## src/rtl/lnu_pkg.sv

```systemverilog
// Shared types, constants and fixed-point helpers for the LIF neuron update block.
package lnu_pkg;

    localparam int NEURON_COUNT_DEF = 1024;
    localparam int IDX_W            = 10;
    localparam int Q_W              = 32;
    localparam int PROD_W           = 2 * Q_W;
    localparam int CNT_W            = 16;
    localparam int CFG_IDX_W        = 3;
    localparam int CFG_DATA_W       = 32;
    localparam int FRAC_W           = 16;

    localparam logic signed [Q_W-1:0] Q_MAX       = {1'b0, {(Q_W-1){1'b1}}};
    localparam logic signed [Q_W-1:0] Q_MIN       = {1'b1, {(Q_W-1){1'b0}}};
    localparam logic signed [Q_W-1:0] DECAY_RESET = Q_W'(32'sh0001_0000);
    localparam logic signed [PROD_W-1:0] ROUND_HALF = PROD_W'(1) <<< (FRAC_W - 1);

    typedef enum logic [CFG_IDX_W-1:0] {
        REG_DECAY_COEF  = 3'd0,
        REG_INPUT_COEF  = 3'd1,
        REG_BIAS        = 3'd2,
        REG_NOISE_GAIN  = 3'd3,
        REG_THRESHOLD   = 3'd4,
        REG_RESET_VOLT  = 3'd5,
        REG_REFRACT     = 3'd6
    } cfg_reg_t;

    typedef struct packed {
        logic signed [Q_W-1:0] decay_coefficient;
        logic signed [Q_W-1:0] input_coefficient;
        logic signed [Q_W-1:0] bias_current;
        logic signed [Q_W-1:0] noise_gain;
        logic signed [Q_W-1:0] fire_threshold;
        logic signed [Q_W-1:0] reset_voltage;
        logic [CNT_W-1:0]      refractory_steps;
    } cfg_t;

    typedef struct packed {
        logic [IDX_W-1:0]      idx;
        logic                  ok;
        logic                  refr;
        logic                  fire;
        logic                  integ;
        logic signed [Q_W-1:0] fix_v;
        logic [CNT_W-1:0]      ncnt;
    } stage_ctl_t;

    function automatic logic signed [Q_W-1:0] sat_add(
        input logic signed [Q_W-1:0] a,
        input logic signed [Q_W-1:0] b
    );
        logic [Q_W:0] s;
        s = {a[Q_W-1], a} + {b[Q_W-1], b};
        if (s[Q_W] != s[Q_W-1])
        begin
            return s[Q_W] ? Q_MIN : Q_MAX;
        end
        return s[Q_W-1:0];
    endfunction

    function automatic logic signed [Q_W-1:0] round_sat(
        input logic signed [PROD_W-1:0] p
    );
        logic signed [PROD_W-1:0] t;
        t = (p + ROUND_HALF) >>> FRAC_W;
        if (t > PROD_W'(Q_MAX))
        begin
            return Q_MAX;
        end
        if (t < PROD_W'(Q_MIN))
        begin
            return Q_MIN;
        end
        return t[Q_W-1:0];
    endfunction

endpackage

```

## src/rtl/lnu_cfg_regs.sv

```systemverilog
// Configuration register file for the shared neuron parameters.
module lnu_cfg_regs (
    input  logic                             clk,
    input  logic                             rst_n,
    input  logic                             cfg_valid,
    output logic                             cfg_ready,
    input  logic [lnu_pkg::CFG_IDX_W-1:0]    cfg_index,
    input  logic [lnu_pkg::CFG_DATA_W-1:0]   cfg_data,
    output lnu_pkg::cfg_t                    cfg
);

    import lnu_pkg::*;

    cfg_t cfg_reg;
    cfg_t cfg_next;

    assign cfg_ready = 1'b1;
    assign cfg      = cfg_reg;

    always_comb
    begin
        cfg_next = cfg_reg;
        if (cfg_valid && cfg_ready)
        begin
            case (cfg_index)
                REG_DECAY_COEF: cfg_next.decay_coefficient = cfg_data[Q_W-1:0];
                REG_INPUT_COEF: cfg_next.input_coefficient = cfg_data[Q_W-1:0];
                REG_BIAS:       cfg_next.bias_current      = cfg_data[Q_W-1:0];
                REG_NOISE_GAIN: cfg_next.noise_gain        = cfg_data[Q_W-1:0];
                REG_THRESHOLD:  cfg_next.fire_threshold    = cfg_data[Q_W-1:0];
                REG_RESET_VOLT: cfg_next.reset_voltage     = cfg_data[Q_W-1:0];
                REG_REFRACT:    cfg_next.refractory_steps  = cfg_data[CNT_W-1:0];
                default:        cfg_next = cfg_reg;
            endcase
        end
    end

    always_ff @(posedge clk or negedge rst_n)
    begin
        if (!rst_n)
        begin
            cfg_reg.decay_coefficient <= DECAY_RESET;
            cfg_reg.input_coefficient <= '0;
            cfg_reg.bias_current      <= '0;
            cfg_reg.noise_gain        <= '0;
            cfg_reg.fire_threshold    <= '0;
            cfg_reg.reset_voltage     <= '0;
            cfg_reg.refractory_steps  <= '0;
        end
        else
        begin
            cfg_reg <= cfg_next;
        end
    end

endmodule

```

## config.mk

```make
export PLATFORM = sky130hd
export DESIGN_NAME = lnu_cfg_regs
export DESIGN_NICKNAME = d
export VERILOG_FILES = /design/src/rtl/lnu_pkg.sv /design/src/rtl/lnu_cfg_regs.sv
export SDC_FILE = /design/constraint.sdc
export NUM_CORES = 1
export LEC_CHECK = 0
export ABC_AREA = 1
export BUFFER_PORTS_ARGS = -buffer_cell sky130_fd_sc_hd__buf_2
export CORE_AREA = 2 2 167 169
export DETAILED_ROUTE_END_ITERATION = 8
export DIE_AREA = 0 0 169 171
export PLACE_DENSITY_LB_ADDON = 0.08
export SLEW_MARGIN = 10
export SYNTH_ARGS = -nofsm -noshare
export SYNTH_HDL_FRONTEND = slang
export SYNTH_SLANG_ARGS = --single-unit
```

## constraint.sdc

```tcl
create_clock -name clk -period 0.9 [get_ports clk]
set_input_delay 0.27 -clock clk [delete_from_list [all_inputs] [get_ports clk]]
set_output_delay 0.27 -clock clk [all_outputs]
set_load 0.02 [all_outputs]
```

==> results of run 1 <==
## synthesized netlist by cell type (all sizes together)
| master | count |
|---|---|
| nand2 | 508 |
| dfrtp | 207 |
| clkbuf | 30 |
| nor2 | 7 |
| nand3 | 128 |
| buf | 23 |
| inv | 6 |
| dfstp | 1 |
| conb | 1 |
## metrics by stage
| stage | setup TNS (ns) | worst slack, ns | instance area [sq um] | utilization, % |
|---|---|---|---|---|
| floorplan | -11.71 | -0.0944 | 8290 | - |
| global placement | -78.73 | -0.433 | 10200 | 37.2 |
| detailed placement | -79.97 | -0.436 | 10200 | 37.2 |
| CTS | -89.86 | -0.559 | 12700 | 46.5 |
| global route | -92.24 | -0.585 | 13100 | 48.0 |
| finish | -85.31 | -0.540 | 13100 | 48.0 |
## kinds of logic after synthesis
group	after synthesis
other	1
and+or+nand+nor	643
buffers and inverters	59
DFF	208
## routing by layer
layer / routed length [microns] / part of all wire (%) / vias to the layer above / global-route usage, %
li1: - / - / 3580 / -
met1: 13300 / 45 / 3583 / 28.1
met2: 14100 / 48 / 182 / 32.6
met3: 1790 / 6.1 / 29 / 4.51
met4: 375 / 1.3 / 0 / 3.53
met5: 0 / 0 / - / 0
## final timing paths
kind,to,depth (start not counted)
min,cfg[109]$_DFFE_PN0P_,3
min reg2reg,cfg[192]$_DFFE_PN1P_,2
min in group asynchronous,cfg[30]$_DFFE_PN0P_,2
max,cfg[192],1
max reg2reg,cfg[11]$_DFFE_PN0P_,4
max in group asynchronous,cfg[179]$_DFFE_PN0P_,3
## layout make-up
class	instances	area share, %
Clock buffer	38	5.83
Tap cell	346	3.30
Multi-Input combinational cell	644	20.2
Inverter	6	0.439
Timing Repair Buffer	395	30.3
Clock inverter	5	0.258
Sequential cell	208	39.7
## power groups by stage
stage | clock (mW) | sequential [mW] | combinational (mW)
2_1_floorplan | 0 | 14.4 | 1.65
3_3_place_gp | 0 | 12.2 | 7.00
3_5_place_dp | 0 | 12.2 | 7.06
4_1_cts | 9.98 | 12.5 | 9.83
5_1_grt | 10.4 | 12.7 | 11.1
6_report | 9.74 | 12.5 | 10.4
## timing repair
action / CTS / global route
setup buffers: 59 / 52
hold endpoints to repair: 207 / 0
hold buffers: 1 / 0
gates resized for setup: 416 / 1
endpoints found under the setup margin: 208 / 209
==> results.txt, run 1 <==
Clock transition at path regs: 0.06 ns
vias: 7374
wire per inst: 18.0 microns
synth unique cells: 14
compound-gate portion of the synthesized area: 0%
critical path's slowest cell: dfstp_2
Reg area: 5210 sq um
Final GP Congestion: 0.750
failing checks: setup timing
minimum clock period: 1.44 ns
vias in the first global route: 7288
synthesized area per cell: 8.84 sq um
Layout fillers: 2673
CP max FO: 2
critical path endpoint category: output pin
ANT cells: 0
share of the synthesized area in the top cell type: 64.4%
Max stage delay on crit path: 0.54 ns
worst reg2reg setup slack: 0.03 ns
Final Hold Fails: 0
largest family of logic cells by synthesized area: simple AND/OR/NAND/NOR gates
Hold Path Class: in2reg
DR iter-0 viols: 361
Core ar.: 27300 sq um
Initial Utilization: 29.5%
die area: 28900 sq um
worst skew pair latency: 0.51 ns
most frequent cells in the layout: 500 x nand2_1, 208 x buf_6, 207 x dfrtp_1
fraction of layout cells with a size suffix above 1: 35.0%
Top-Level Pins: 247
max reg flops: 208
worst hold path startpoint: cfg_data[29]
H-tree depth: 1
simple-gate portion of the synthesized area: 32.2%
Routed Antenna Nets: 0
CP Launch Point: cfg[192]$_DFFE_PN1P_
Post-Syn Instances: 911
MaxCap Viol Count: 0
post-synthesis cell area: 8050 sq um
number of cell rows: 61
Power Dens Cells: 2490 nW/um^2
top area cells in the synthesized netlist: dfrtp_1 64%, nand2_1 24%, nand3_1 8.0%
Post-Layout Cell Count: 1642
Post-route DRC: 0
Setup Skew: 0 ns
Synth Net Count: 949
xor/xnor share of the synthesized area: 0%
NetSw: 10.4 mW
largest net degree at the start of global routing: 47
Synth area leader: dfrtp_1
GRT Total Usage: 20.1%
f_max: 695 MHz
Seq pwr share: 38.3%
power share of the clock group: 29.9%
CTS tree: built
Slew Limit Fails: 0
combinational power share: 31.8%
final worst-path setup slack: -0.540 ns
Worst VDD drop: 1.27 mV
RSZ-0062 raised after global routing: yes
Total Power: 32.6 mW
status: finished with violations
Critical R2R Launch: cfg[11]$_DFFE_PN0P_
Net Sw Frac: 31.9%
global-route wire length before repair: 44900 microns
fin nets: 1317
Hold Slack: 0.0626 ns
dpl cells: 1487
Final period util: 160%
DR vias/cell: 4.49
most common cell after layout, fill and taps aside: nand2_1
sequential element share of the synthesized area: 64.7%
initial antenna violation count: 0
Port Buffer Count: 245
synth warn: 0
Final setup viols: 208
die width: 169 microns
classification of the worst setup path: reg2out
CP startpoint kind: register
final wirelength: 29500 microns
DP HPWL: 19300 microns
mux cell area share after synthesis: 0%
area of the multi-input gates: 2650 sq um
grt total ovfl: 0
Die Ht: 171 microns
Clock Tree Root: clkbuf_16
DR pass1 iterations: 4
post-synthesis adder-cell area fraction: 0%
worst path cell trace: buf_6
Yosys reg bits: 208
CTS buffer count: 24
Pint: 22.2 mW
synth-to-layout area growth: 62.9%
CP delay by family, top: flip-flops
Sink Count: 208
CP arrival: 1.17 ns
critical path required time: 0.63 ns
Longest Clk Path Bufs: 3
Lkg Pwr: 7.10 nW
WP buf/inv: 1
No activity file was read; power rests on OpenSTA's default activity.
==> inputs of run 2 (changes only) <==
--- a/config.mk
+++ b/config.mk
@@ -11,6 +11,7 @@
 export DETAILED_ROUTE_END_ITERATION = 8
 export DIE_AREA = 0 0 169 171
 export PLACE_DENSITY_LB_ADDON = 0.08
+export RECOVER_POWER = 25
 export SLEW_MARGIN = 10
 export SYNTH_ARGS = -nofsm -noshare
 export SYNTH_HDL_FRONTEND = slang
==> results.txt, run 2 (synthesis results as in run 1) <==
status: finished with violations
failing checks: setup timing
die area: 28900 sq um (unchanged)
MaxCap Viol Count: 0 (unchanged)
Setup Skew: 0 ns (unchanged)
WP buf/inv: 1 (unchanged)
Clock transition at path regs: 0.06 ns (about the same)
Total Power: 32.6 mW (about the same)
minimum clock period: 1.44 ns (+0.00000700 ns)
Sink Count: 208 (unchanged)
Die Ht: 171 microns (unchanged)
Longest Clk Path Bufs: 3 (unchanged)
worst skew pair latency: 0.51 ns (about the same)
worst reg2reg setup slack: 0.03 ns (about the same)
Layout fillers: 2674 (+0.037%)
fraction of layout cells with a size suffix above 1: 35.0% (unchanged)
Worst VDD drop: 1.27 mV (unchanged)
wire per inst: 18.0 microns (about the same)
f_max: 695 MHz (about the same)
Hold Path Stages: 3 (unchanged)
worst hold path startpoint: cfg_data[29]
Final setup viols: 339 (+63%)
critical path endpoint category: output pin
Setup TNS: -90.60 ns (-5.29 ns)
grt total ovfl: 0 (unchanged)
most common cell after layout, fill and taps aside: nand2_1
CTS buffer count: 24 (unchanged)
vias in the first global route: 7288 (unchanged)
post-place setup slack: -0.436 ns (unchanged)
ANT cells: 0 (unchanged)
number of cell rows: 61 (unchanged)
final worst-path setup slack: -0.540 ns (-0.00000700 ns)
Clock Tree Root: clkbuf_16
H-tree depth: 1 (unchanged)
RR Endpoint: cfg[11]$_DFFE_PN0P_
die width: 169 microns (unchanged)
worst reg2reg path depth: 4 (unchanged)
global-route wire length before repair: 44900 microns (unchanged)
critical path required time: 0.63 ns (about the same)
critical path's slowest cell: dfstp_2
Final GP Congestion: 0.750 (unchanged)
DR vias/cell: 4.49 (about the same)
Critical R2R Launch: cfg[11]$_DFFE_PN0P_
max reg flops: 208 (unchanged)
DR pass1 iterations: 4 (unchanged)
vias: 7372 (-0.027%)
final wirelength: 29500 microns (about the same)
DP HPWL: 19300 microns (unchanged)
fin nets: 1317 (unchanged)
initial antenna violation count: 0 (unchanged)
Routed Antenna Nets: 0 (unchanged)
Max-Slew Margin vs Limit: 61.6%
Final Hold Fails: 0 (unchanged)
most frequent cells in the layout: 500 x nand2_1, 208 x buf_6, 207 x dfrtp_1
synth-to-layout area growth: 62.7% (about the same)
CTS tree: built
CP startpoint kind: register
Core ar.: 27300 sq um (unchanged)
Worst Max-Slew Pin Slew: 0.576 ns
Power Dens Cells: 2490 nW/um^2 (about the same)
Max stage delay on crit path: 0.54 ns (about the same)
worst path cell trace: buf_6
Initial Utilization: 29.5% (unchanged)
Worst Hold End: cfg[109]$_DFFE_PN0P_
GRT Total Usage: 20.1% (unchanged)
Final period util: 160% (about the same)
Slew Limit Fails: 0 (unchanged)
classification of the worst setup path: reg2out
RSZ-0062 raised after global routing: yes
Top-Level Pins: 247 (unchanged)
largest net degree at the start of global routing: 47 (unchanged)
CP max FO: 2 (unchanged)
Hold Path Class: in2reg
Port Buffer Count: 245 (unchanged)
CP arrival: 1.17 ns (about the same)
CP delay by family, top: flip-flops
Lkg Pwr: 7.09 nW (about the same)
Post-route DRC: 0 (unchanged)
DR iter-0 viols: 361 (unchanged)
-- run 2: changes by cell type in the layout (fill, tap and decap cells not counted) --
cell,delta
buf_8,-1
clkbuf_2,+1
-- run 2: worst max-delay path by stage --
stage                               startpoint                    to  slack [ns]  depth (start not counted)
after CTS                 cfg[192]$_DFFE_PN1P_              cfg[192]       -0.56                          1
after detailed placement          cfg_index[0]    cfg[4]$_DFFE_PN0P_       -0.44                          6
after global placement            cfg_index[0]    cfg[4]$_DFFE_PN0P_       -0.43                          6
after floorplan                      cfg_valid  cfg[100]$_DFFE_PN0P_       -0.09                          6
final                     cfg[192]$_DFFE_PN1P_              cfg[192]       -0.54                          1
after global routing      cfg[192]$_DFFE_PN1P_              cfg[192]       -0.58                          1
-- run 2: final cells by class --
cell class | count | area [sq um] | area share [%]
Sequential cell | 208 | 5210 | 39.7
Timing Repair Buffer | 395 | 3960 | 30.2
Multi-Input combinational cell | 644 | 2650 | 20.2
Clock buffer | 38 | 764 | 5.84
Tap cell | 346 | 433 | 3.30
Inverter | 6 | 57.6 | 0.439
Clock inverter | 5 | 33.8 | 0.258
-- run 2: stage by stage --
stage / hold slack (ns) / cell area [sq um] / utilization, % / instances
after detailed placement: 0.113 / 10200 / 37.2 / 1487
after global routing: 0.0598 / 13100 / 47.9 / 1642
after CTS: 0.0493 / 12700 / 46.5 / 1590
after global placement: 0.112 / 10200 / 37.2 / 1487
after floorplan: -0.0256 / 8290 / - / 911
final: 0.0626 / 13100 / 47.9 / 1642
-- run 2: power by group --
group	switching, mW	leakage [nW]	internal [mW]
registers	1.35	2.61	11.1
logic	5.11	4.09	5.26
clock network	3.93	0.390	5.80
-- run 2: timing repair --
action | 4_1_cts | 5_1_grt
setup endpoints to repair | 208 | 209
buffers inserted | 59 | 52
endpoints found under the hold margin | 207 | 0
gates resized for setup | 416 | 1
hold buffers | 1 | 0
gates cloned | 0 | 0
-- run 2: routing by layer --
layer  part of all wire [%]  up-vias  global-route usage (%)
met5                      0        -                       0
li1                       -     3580                       -
met4                    1.3        0                    3.53
met1                     45     3581                    28.1
met2                     48      182                    32.6
met3                    6.1       29                    4.51
==> inputs of run 3 (changes only) <==
--- a/config.mk
+++ b/config.mk
@@ -16,3 +16,4 @@
 export SYNTH_ARGS = -nofsm -noshare
 export SYNTH_HDL_FRONTEND = slang
 export SYNTH_SLANG_ARGS = --single-unit
+export TNS_END_PERCENT = 5
==> results.txt, run 3 (synthesis results as in run 1) <==
wire per inst: 18.3 microns (+1.8%)
ANT cells: 0 (unchanged)
DP HPWL: 19400 microns (+0.80%)
synth-to-layout area growth: 44.8%
Core Util, Final: 42.6% (-5.3 points)
most common cell after layout, fill and taps aside: nand2_1
Worst Max-Slew Pin Slew: 0.581 ns (+0.00575 ns)
final worst-path setup slack: -0.559 ns (-0.0189 ns)
DR vias/cell: 4.51 (+0.52%)
worst path cell trace: buf_6
worst skew pair latency: 0.52 ns (about the same)
Longest Clk Path Bufs: 3 (unchanged)
grt total ovfl: 0 (unchanged)
WP buf/inv: 1 (unchanged)
largest net degree at the start of global routing: 32 (-32%)
Lkg Pwr: 6.46 nW (-8.9%)
vias in the first global route: 7035 (-3.5%)
critical path endpoint category: output pin
CP arrival: 1.19 ns (+0.02 ns)
most frequent cells in the layout: 503 x nand2_1, 207 x dfrtp_1, 151 x buf_2
Top-Level Pins: 247 (unchanged)
Post-route DRC: 0 (unchanged)
RSZ-0062 raised after global routing: yes
MaxCap Viol Count: 0 (unchanged)
failing checks: setup timing
Total Power: 30.5 mW (-6.5%)
Routed Antenna Nets: 0 (unchanged)
Clock Tree Root: clkbuf_16
DR iter-0 viols: 469 (+30%)
minimum clock period: 1.46 ns (+0.0189 ns)
fin nets: 1230 (-6.6%)
CP max FO: 2 (unchanged)
max reg flops: 208 (unchanged)
CTS tree: built
CP startpoint kind: register
Worst VDD drop: 1.22 mV (-4.5%)
f_max: 686 MHz (-1.3%)
critical path required time: 0.63 ns (about the same)
Setup Skew: 0 ns (unchanged)
Final period util: 162% (+2.1 points)
Core ar.: 27300 sq um (unchanged)
H-tree depth: 1 (unchanged)
vias: 7013 (-4.9%)
Sink Count: 208 (unchanged)
CP delay by family, top: flip-flops
Final setup viols: 353 (+4.1%)
number of cell rows: 61 (unchanged)
global-route wire length before repair: 44000 microns (-2.0%)
final wirelength: 28400 microns (-3.7%)
Port Buffer Count: 245 (unchanged)
Max-Slew Margin vs Limit: 61.2% (-0.38 points)
die area: 28900 sq um (unchanged)
fraction of layout cells with a size suffix above 1: 30.0% (-5.0 points)
critical path's slowest cell: dfstp_2
classification of the worst setup path: reg2out
Die Ht: 171 microns (unchanged)
die width: 169 microns (unchanged)
initial antenna violation count: 0 (unchanged)
status: finished with violations
Final Hold Fails: 0 (unchanged)
CTS buffer count: 25 (+4.2%)
DR pass1 iterations: 4 (unchanged)
GRT Total Usage: 19.8% (-0.30 points)
Slew Limit Fails: 0 (unchanged)
Hold Path Class: in2reg
Max stage delay on crit path: 0.55 ns (about the same)
Final GP Congestion: 0.766 (+2.1%)
Clock transition at path regs: 0.06 ns (about the same)
Initial Utilization: 29.5% (unchanged)
Power Dens Cells: 2610 nW/um^2 (+5.1%)
==> run 3: changes by cell type in the layout (fill, tap and decap cells not counted), sizes merged <==
cell	change
clkinvlp	-2
bufinv	+2
buf	-90
clkinv	+2
==> run 3: path summary, 6_finish.rpt <==
check,to,start,slack (ns),depth (start not counted)
max in group asynchronous,cfg[75]$_DFFE_PN0P_,rst_n,-0.10,4
min in group asynchronous,cfg[11]$_DFFE_PN0P_,rst_n,0.44,3
worst min-delay path,cfg[99]$_DFFE_PN0P_,cfg_data[19],0.07,3
worst min register to register,cfg[100]$_DFFE_PN0P_,cfg[100]$_DFFE_PN0P_,0.46,2
worst max-delay path,cfg[192],cfg[192]$_DFFE_PN1P_,-0.56,1
worst max register to register,cfg[202]$_DFFE_PN0P_,cfg[202]$_DFFE_PN0P_,0.13,3
==> run 3: timing repair <==
item,CTS,global route
endpoints found under the hold margin,208,0
setup endpoints to repair,208,208
resized for setup,124,62
pin swaps,0,0
buffers inserted,1,6
hold buffers,1,0
==> run 3: stage by stage <==
stage	instances	hold slack [ns]	TNS, ns	area, sq um	setup slack (ns)
detailed placement	1503	0.217	-71.60	10200	-0.408
floorplan	911	-0.0256	-16.33	8180	-0.0955
global route	1554	0.0551	-120.08	11700	-0.600
CTS	1548	0.0425	-93.74	11500	-0.586
global placement	1503	0.217	-69.37	10200	-0.384
finish	1554	0.0654	-95.30	11700	-0.559
==> run 3: area by class of cell <==
cell class | count | area, sq um
Clock buffer | 36 | 747
Clock inverter | 7 | 88.8
Fill cell | 2794 | 15700
Inverter | 6 | 30.0
Multi-Input combinational cell | 644 | 2640
Sequential cell | 208 | 5210
Tap cell | 346 | 433
Timing Repair Buffer | 307 | 2510
==> run 3: where the power goes <==
group / switching, mW / total (mW) / internal, mW
registers: 1.18 / 12.3 / 11.1
logic: 4.74 / 7.89 / 3.16
clock network: 3.99 / 10.3 / 6.28
total: 9.90 / 30.5 / 20.6
==> run 3: routing by layer <==
layer	routed length, microns	part of all wire, %	vias up	GRT usage, %
met2	13100	46	192	31.6
met3	2000	7.0	31	5.23
li1	-	-	3401	-
met4	450	1.6	0	4.20
met1	12900	45	3389	27.3
met5	0	0	-	0
